### src/sxk_pkg.sv
// Shared types, constants and the letter weight table of the XOR key search.
`timescale 1ns / 1ps
`default_nettype none
package sxk_pkg;

  // Design dimensions
  localparam int NUM_KEYS        = 256;
  localparam int SCORE_BITS      = 14;
  localparam int LINE_INDEX_BITS = 16;
  localparam int KEY_BITS        = (NUM_KEYS > 1) ? $clog2(NUM_KEYS) : 1;
  localparam int BYTE_BITS       = 8;
  localparam int WEIGHT_BITS     = 4;

  // Port field widths
  localparam int KEY_W   = 8;
  localparam int SCORE_W = 14;
  localparam int LINE_W  = 16;
  localparam int OUT_DATA_BITS = KEY_W + SCORE_W + 1 + LINE_W + LINE_W + KEY_W + SCORE_W;
  localparam int OUT_TDATA_W   = ((OUT_DATA_BITS + 7) / 8) * 8;
  localparam int OUT_PAD_W     = OUT_TDATA_W - OUT_DATA_BITS;

  typedef logic [KEY_BITS-1:0]   key_t;
  typedef logic [SCORE_BITS-1:0] score_t;
  typedef logic [BYTE_BITS-1:0]  byte_t;

  // Score sweep sequencer states
  typedef enum logic [2:0] {
    SC_CLEAR,
    SC_IDLE,
    SC_SWEEP,
    SC_DRAIN,
    SC_FIN
  } sc_state_t;

  // Job handed to the sweep unit
  typedef struct packed {
    logic  start;
    byte_t cipher;
    logic  line_end;
  } sxk_job_t;

  // Line result returned by the sweep unit
  typedef struct packed {
    logic   done;
    key_t   key;
    score_t score;
  } sxk_res_t;

  // ETAOIN SHRDLU weights, case-insensitive, space weighs 7
  function automatic logic [WEIGHT_BITS-1:0] letter_weight(input byte_t c);
    byte_t lc;
    logic [WEIGHT_BITS-1:0] w;
    lc = c;
    if (c >= 8'h41 && c <= 8'h5A) lc = c | 8'h20;
    case (lc)
      8'h20:   w = 4'd7;
      8'h65:   w = 4'd13;  // e
      8'h74:   w = 4'd12;  // t
      8'h61:   w = 4'd11;  // a
      8'h6F:   w = 4'd10;  // o
      8'h69:   w = 4'd9;   // i
      8'h6E:   w = 4'd8;   // n
      8'h73:   w = 4'd6;   // s
      8'h68:   w = 4'd5;   // h
      8'h72:   w = 4'd4;   // r
      8'h64:   w = 4'd3;   // d
      8'h6C:   w = 4'd2;   // l
      8'h75:   w = 4'd1;   // u
      default: w = 4'd0;
    endcase
    return w;
  endfunction

endpackage
`default_nettype wire

### src/sxk_ram.sv
// Generic simple dual-port RAM with one write port and a registered read port.
`timescale 1ns / 1ps
`default_nettype none
module sxk_ram #(
  parameter int WIDTH = 8,
  parameter int DEPTH = 16
) (
  input  wire logic                     clk,
  input  wire logic                     we,
  input  wire logic [$clog2(DEPTH)-1:0] waddr,
  input  wire logic [WIDTH-1:0]         wdata,
  input  wire logic [$clog2(DEPTH)-1:0] raddr,
  output logic      [WIDTH-1:0]         rdata
);

  logic [WIDTH-1:0] mem [DEPTH];

  // Write port and registered read
  always_ff @(posedge clk) begin
    if (we) begin
      mem[waddr] <= wdata;
    end
    rdata <= mem[raddr];
  end

endmodule
`default_nettype wire

### src/sxk_sweep.sv
// Per-byte sweep over all key scores: read-modify-write with saturation and argmax.
`timescale 1ns / 1ps
`default_nettype none
module sxk_sweep (
  input  wire logic            clk,
  input  wire logic            rst_n,
  input  wire sxk_pkg::sxk_job_t job,
  input  wire logic            res_ready,
  output logic                 ready,
  output sxk_pkg::sxk_res_t    res
);
  import sxk_pkg::*;

  sc_state_t state_r, state_nxt;
  key_t      cnt_r, cnt_nxt;
  logic      p_valid_r, p_valid_nxt;
  key_t      p_key_r, p_key_nxt;
  byte_t     byte_r;
  logic      lend_r;
  key_t      top_key_r, top_key_nxt;
  score_t    top_score_r, top_score_nxt;

  logic      ram_we;
  key_t      ram_waddr;
  score_t    ram_wdata;
  key_t      ram_raddr;
  score_t    ram_rdata;

  logic [SCORE_BITS:0]  sum;
  score_t               sat;
  byte_t                decoded;
  logic                 last_key;

  sxk_ram #(
    .WIDTH (SCORE_BITS),
    .DEPTH (NUM_KEYS)
  ) u_scores (
    .clk   (clk),
    .we    (ram_we),
    .waddr (ram_waddr),
    .wdata (ram_wdata),
    .raddr (ram_raddr),
    .rdata (ram_rdata)
  );

  // Saturating add of the decoded byte's weight
  always_comb begin
    decoded = byte_r ^ BYTE_BITS'(p_key_r);
    sum     = {1'b0, ram_rdata} + (SCORE_BITS + 1)'(letter_weight(decoded));
    sat     = sum[SCORE_BITS] ? {SCORE_BITS{1'b1}} : sum[SCORE_BITS-1:0];
  end

  assign last_key = (cnt_r == KEY_BITS'(NUM_KEYS - 1));

  // Sequencer, write-back and argmax
  always_comb begin
    state_nxt     = state_r;
    cnt_nxt       = cnt_r;
    p_valid_nxt   = 1'b0;
    p_key_nxt     = cnt_r;
    top_key_nxt   = top_key_r;
    top_score_nxt = top_score_r;
    ram_raddr     = cnt_r;
    ram_we        = 1'b0;
    ram_waddr     = p_key_r;
    ram_wdata     = lend_r ? '0 : sat;
    ready         = 1'b0;
    res.done      = 1'b0;
    res.key       = top_key_r;
    res.score     = top_score_r;

    // write back the entry read last cycle; clear it when the line ends
    if (p_valid_r) begin
      ram_we = 1'b1;
      if (lend_r && (sat > top_score_r)) begin
        top_score_nxt = sat;
        top_key_nxt   = p_key_r;
      end
    end

    case (state_r)
      SC_CLEAR: begin
        ram_we    = 1'b1;
        ram_waddr = cnt_r;
        ram_wdata = '0;
        if (last_key) begin
          cnt_nxt   = '0;
          state_nxt = SC_IDLE;
        end else begin
          cnt_nxt = cnt_r + 1'b1;
        end
      end
      SC_IDLE: begin
        ready = 1'b1;
        if (job.start) begin
          cnt_nxt       = '0;
          top_key_nxt   = '0;
          top_score_nxt = '0;
          state_nxt     = SC_SWEEP;
        end
      end
      SC_SWEEP: begin
        p_valid_nxt = 1'b1;
        if (last_key) begin
          cnt_nxt   = '0;
          state_nxt = SC_DRAIN;
        end else begin
          cnt_nxt = cnt_r + 1'b1;
        end
      end
      SC_DRAIN: begin
        state_nxt = lend_r ? SC_FIN : SC_IDLE;
      end
      SC_FIN: begin
        if (res_ready) begin
          res.done  = 1'b1;
          state_nxt = SC_IDLE;
        end
      end
      default: begin
        state_nxt = SC_IDLE;
      end
    endcase
  end

  // Control registers
  always_ff @(posedge clk) begin
    if (!rst_n) begin
      state_r   <= SC_CLEAR;
      cnt_r     <= '0;
      p_valid_r <= 1'b0;
    end else begin
      state_r   <= state_nxt;
      cnt_r     <= cnt_nxt;
      p_valid_r <= p_valid_nxt;
    end
  end

  // Datapath registers
  always_ff @(posedge clk) begin
    p_key_r     <= p_key_nxt;
    top_key_r   <= top_key_nxt;
    top_score_r <= top_score_nxt;
    if (state_r == SC_IDLE && job.start) begin
      byte_r <= job.cipher;
      lend_r <= job.line_end;
    end
  end

endmodule
`default_nettype wire

### src/single_byte_xor_key_search.sv
// Top level of the single-byte XOR key search: stream ports and line bookkeeping.
//
// Usage: ciphertext bytes enter on the in_ stream, one byte per beat; in_tlast
// marks the last byte of a line and in_tuser (taken only with in_tlast) marks
// the file's last line. Each byte is scored against all NUM_KEYS keys by one
// read-modify-write of the score RAM per cycle; in_tready stays low through
// the sweep and its drain step, and for a line-ending byte (with argmax) until
// its result is handed on; the single RAM port pair sets this pace.
// A line-ending byte produces one out_ beat: the line's best key and score,
// and, with out_tuser high, the best line of the file. Other bytes produce none.
// After reset the score RAM is swept to zero, entry by entry, during
// which in_tready stays low. A finished result sits in the output register
// while the next byte is taken; if the receiver holds out_tready low, the
// following line result waits in the sweep unit and input stalls behind it.
`timescale 1ns / 1ps
`default_nettype none
module single_byte_xor_key_search (
  input  wire logic                            clk,
  input  wire logic                            rst_n,
  input  wire logic                            in_tvalid,
  output logic                                 in_tready,
  input  wire logic [7:0]                      in_tdata,   // cipher_byte
  input  wire logic                            in_tlast,   // line_end
  input  wire logic                            in_tuser,   // file_end
  output logic                                 out_tvalid,
  input  wire logic                            out_tready,
  // line_key, line_score, line_found, line_number, overall_line, overall_key,
  // overall_score, zero pad
  output logic [sxk_pkg::OUT_TDATA_W-1:0]      out_tdata,
  output logic                                 out_tuser   // overall_valid
);
  import sxk_pkg::*;

  sxk_job_t job;
  sxk_res_t res;
  logic     sweep_ready;
  logic     res_ready;
  logic     in_fire;

  logic                       file_r;
  logic [LINE_INDEX_BITS-1:0] line_cnt_r;
  score_t                     best_score_r, best_score_nxt;
  logic [LINE_INDEX_BITS-1:0] best_line_r, best_line_nxt;
  key_t                       best_key_r, best_key_nxt;
  logic                       out_valid_r;
  logic [OUT_TDATA_W-1:0]     out_data_r, out_data_nxt;
  logic                       out_user_r;

  assign in_tready = sweep_ready;
  assign in_fire   = in_tvalid && sweep_ready;
  assign res_ready = !out_valid_r || out_tready;

  assign job.start    = in_fire;
  assign job.cipher   = in_tdata;
  assign job.line_end = in_tlast;

  sxk_sweep u_sweep (
    .clk       (clk),
    .rst_n     (rst_n),
    .job       (job),
    .res_ready (res_ready),
    .ready     (sweep_ready),
    .res       (res)
  );

  // Best line so far, including the line just ended
  always_comb begin
    best_score_nxt = best_score_r;
    best_line_nxt  = best_line_r;
    best_key_nxt   = best_key_r;
    if (res.score > best_score_r) begin
      best_score_nxt = res.score;
      best_line_nxt  = line_cnt_r;
      best_key_nxt   = res.key;
    end
  end

  // Result beat packing
  always_comb begin
    out_data_nxt = {
      {OUT_PAD_W{1'b0}},
      file_r ? SCORE_W'(best_score_nxt) : {SCORE_W{1'b0}},
      file_r ? KEY_W'(best_key_nxt)     : {KEY_W{1'b0}},
      file_r ? LINE_W'(best_line_nxt)   : {LINE_W{1'b0}},
      LINE_W'(line_cnt_r),
      |res.score,
      SCORE_W'(res.score),
      KEY_W'(res.key)
    };
  end

  // Line bookkeeping and output register control
  always_ff @(posedge clk) begin
    if (!rst_n) begin
      line_cnt_r   <= '0;
      best_score_r <= '0;
      best_line_r  <= '0;
      best_key_r   <= '0;
      out_valid_r  <= 1'b0;
    end else begin
      if (res.done) begin
        out_valid_r <= 1'b1;
        if (file_r) begin
          line_cnt_r   <= '0;
          best_score_r <= '0;
          best_line_r  <= '0;
          best_key_r   <= '0;
        end else begin
          line_cnt_r   <= line_cnt_r + 1'b1;
          best_score_r <= best_score_nxt;
          best_line_r  <= best_line_nxt;
          best_key_r   <= best_key_nxt;
        end
      end else if (out_tready) begin
        out_valid_r <= 1'b0;
      end
    end
  end

  // Payload registers
  always_ff @(posedge clk) begin
    if (in_fire) begin
      file_r <= in_tlast && in_tuser;
    end
    if (res.done) begin
      out_data_r <= out_data_nxt;
      out_user_r <= file_r;
    end
  end

  assign out_tvalid = out_valid_r;
  assign out_tdata  = out_data_r;
  assign out_tuser  = out_user_r;

endmodule
`default_nettype wire
### config.mk
export PLATFORM = sky130hd
export DESIGN_NAME = single_byte_xor_key_search
export DESIGN_NICKNAME = d
export VERILOG_FILES = /design/src/sxk_pkg.sv /design/src/sxk_ram.sv /design/src/sxk_sweep.sv /design/src/single_byte_xor_key_search.sv
export SDC_FILE = /design/constraint.sdc
export NUM_CORES = 2
export LEC_CHECK = 0
export ABC_CLOCK_PERIOD_IN_PS = 24000
export BUFFER_PORTS_ARGS = -buffer_cell sky130_fd_sc_hd__buf_2
export CORE_ASPECT_RATIO = 1.1
export CORE_MARGIN = 2
export CORE_UTILIZATION = 45
export CTS_CLUSTER_DIAMETER = 30
export DETAILED_ROUTE_END_ITERATION = 6
export SETUP_SLACK_MARGIN = 0.05
export SLEW_MARGIN = 20
export SYNTH_ARGS = -nofsm -noshare
export SYNTH_HDL_FRONTEND = slang
export SYNTH_HIERARCHICAL = 1
export SYNTH_SLANG_ARGS = --single-unit
### constraint.sdc
create_clock -name clk -period 24 [get_ports clk]
set_clock_uncertainty 0.05 [all_clocks]
set_input_delay 4.8 -clock clk [delete_from_list [all_inputs] [get_ports clk]]
set_output_delay 4.8 -clock clk [all_outputs]
set_load 0.05 [all_outputs]
==> flow_summary.json <==
{
  "synthTopCellsByArea": "edfxtp_1, mux4_2, mux2i_1",
  "crit_slowest_cell": "dfxtp_1",
  "seq_power_share_pct": 40.8,
  "ctsHoldBuffers": 0,
  "power_switching_uw": 4220,
  "viasPerCell": 5.98,
  "ctsHtreeMaxLevel": 6,
  "track_usage_pct": 22.9,
  "power.share.switching_pct": 23.4,
  "antenna_found_initial": 7,
  "cts_tree": "yes",
  "fin_util_pct": 53.9,
  "netlist_area_mm2": 0.148,
  "start_util_pct": 45.2,
  "routed_wl_um": 385000,
  "rows": 220,
  "p_total_uw": 18000,
  "dp_hpwl_um": 219000,
  "fmax_mhz": 140,
  "ys_types": 88,
  "fin_crit_sh_pct": 29.8,
  "comb_power_share_pct": 9.3,
  "nFillCells": 24600,
  "slew_headroom_pct": 18.7,
  "ys_ff_latch": 3783,
  "cts_root_buf": "clkbuf_16",
  "drt_iter0_markers": 8299,
  "final-hold-violation-count": 0,
  "synth_most_common_cell": "edfxtp_1",
  "fp.dieW_um": 551,
  "stdcell_area_mm2": 0.176,
  "intPower_uw": 13800,
  "cts_buffers": 623,
  "tns_ns": 0,
  "required_ns": 19.15,
  "end_kind": "output port",
  "final_antenna_net_count": 0,
  "worstPathMaxFanout": 6,
  "drv_cap": 0,
  "io_pins": 97,
  "core_mm2": 0.327,
  "layout.nets": 7738,
  "placed_area_mm2": 0.155,
  "synth_top_area_share_pct": 74.6,
  "drt_first_pass_iters": 6,
  "ctsLongestPathBuffers": 4,
  "dieHeight_um": 605,
  "power_leakage_uw": 0.0562,
  "worstPathCellList": "and2b_1 > and2b_1 > buf_2",
  "startpoint_type": "flip-flop",
  "vias": 74900,
  "setup_viol_count_final": 0,
  "status": "finished, final reports clean",
  "synthTopCellsByCount": "edfxtp_1, mux4_2, mux2i_1, nor2_1, nand2_1",
  "seq_area_mm2": 0.113,
  "pwr-share-clk_pct": 49.8,
  "clk_pin_slew_ns": 0.05,
  "fin_ws_ns": 16.85,
  "ys_warn_count": 6,
  "cts_resized": 0,
  "grt_max_degree": 209,
  "synth_cells": 7030,
  "path_common_cell": "and2b_1",
  "pre_cts_slack_ns": 16.36,
  "drcViolationCount": 0,
  "synth_area_per_cell_um2": 21.0,
  "area_growth_pct": 19.1,
  "async_reset_ff_share_pct": 0,
  "grt_overflow_total": 0,
  "ir_worst_vdd_mv": 0.0772,
  "min_path_type": "flip-flop to flip-flop",
  "grt_pass1_vias": 75300,
  "rsz0062_at_grt": "false",
  "slowest_delay_ns": 0.54,
  "cts.sinks": 3783,
  "dieArea_mm2": 0.333,
  "drive_above_1_share_pct": 30.8,
  "worst_pin_slew_ns": 1.22,
  "synth_area_leader_cell": "edfxtp_1",
  "post_cts_buffers": 0,
  "timing.final.crit_period_ns": 7.15,
  "path_class": "flip-flop to output port",
  "grt_pass1_wl_um": 548000,
  "synth_edf_count": 3672,
  "p_per_area_mw_per_mm2": 102,
  "io_buffers": 93,
  "multiInputGateArea_mm2": 0.0331,
  "synth_top_flop_cell": "edfxtp_1",
  "cp.arrival_ns": 2.30,
  "wl_per_cell_um": 30.7,
  "place.gp.congestion": 0.849,
  "ys_seq_area_share_pct": 76.1,
  "insertion_delay_ns": 1.02,
  "report.final.slew_viol_count": 0
}
power groups by stage:
stage	logic [uW]	clock network, uW	registers [uW]
floorplan	1230	0	7460
CTS	1700	9080	7360
global placement	1680	0	7480
detailed placement	1690	0	7490
global route	1770	9380	7360
finish	1680	8970	7360
through the flow:
stage / hold WS, ns / instances
3_5_place_dp: 0.412 / 11400
2_1_floorplan: 0.332 / 7032
5_1_grt: 0.427 / 12500
4_1_cts: 0.417 / 12500
6_report: 0.421 / 12500
3_3_place_gp: 0.403 / 11400
per-layer routing:
metal | GRT usage [%] | vias to the layer above | wire length [um]
met1 | 31.8 | 40200 | 156000
met2 | 37.0 | 3336 | 188000
met4 | 7.61 | 2 | 12200
met3 | 3.77 | 576 | 29400
li1 | - | 30800 | -
met5 | 0 | - | 12
critical path: cells and delay by family, from the launching register on:
kind,cells,cell delay [ns]
DFF,1,0.54
and+or+nand+nor,2,0.44
buffers and inverters,1,0.29
kinds of logic after synthesis:
family / Yosys count / synth area share (%)
xor+xnor: 33 / 0.195
mux: 1236 / 15.7
simple gates: 845 / 2.63
compound gates: 612 / 3.08
buf+inv: 485 / 1.96
flops: 3783 / 76.1
fa+ha+maj: 35 / 0.301
other cells: 1 / 0.00254
cells in the final DEF (no fill, tap or decap), types with 18 or more instances in the layout:
cell type / instances
o21ai_1: 18
clkinvlp_4: 63
a21oi_1: 98
buf_2: 93
clkinv_2: 83
nand2_1: 232
nand4_1: 23
dfxtp_1: 105
nor3_1: 28
o22ai_1: 54
nor2b_1: 36
o221ai_1: 60
buf_12: 20
xnor2_1: 24
nor2_2: 71
clkinv_4: 36
nor4_2: 19
nand3_1: 39
inv_6: 44
clkinv_1: 84
and2_1: 20
nor2_1: 259
clkbuf_1: 74
clkbuf_16: 637
edfxtp_1: 3672
buf_4: 320
a22oi_1: 92
a22o_1: 28
mux4_2: 859
ha_1: 34
mux2_2: 19
o22ai_2: 20
inv_1: 72
bufinv_16: 83
a211oi_1: 56
o21ai_0: 27
mux2i_1: 348
final timing paths:
check	from	end	slack [ns]	cells past startpoint
worst min-delay path	best_line_r[1]$_SDFFE_PN0P_	best_line_r[1]$_SDFFE_PN0P_	0.42	2
worst max-delay path	u_sweep/state_r[0]$_SDFFE_PN0P_	in_tready	16.85	3
worst min register to register	best_line_r[1]$_SDFFE_PN0P_	best_line_r[1]$_SDFFE_PN0P_	0.42	2
worst max register to register	u_sweep/byte_r[1]$_DFFE_PP_	u_sweep/u_scores/mem[218][7]$_DFFE_PP_	17.11	16
sequential cells by signal, indices dropped and copies added, names as in the netlist, 14 cells and up:
name and flops:
out_tdata 77, best_line_r 16, line_cnt_r 16, u_sweep/top_score_r 14
best_score_r 14, u_sweep/u_scores/mem 3584, u_sweep/u_scores/rdata 14
final cells by class:
| type | count | share of cell area (%) |
|---|---|---|
| Clock inverter | 429 | 2.88 |
| Inverter | 73 | 0.157 |
| Antenna cell | 3 | 0.00426 |
| Clock buffer | 714 | 9.23 |
| Sequential cell | 3783 | 63.9 |
| Tap cell | 4329 | 3.08 |
| Multi-Input combinational cell | 2764 | 18.8 |
| Timing Repair Buffer | 444 | 1.94 |
Note: power is estimated with default switching activity, not from simulation.
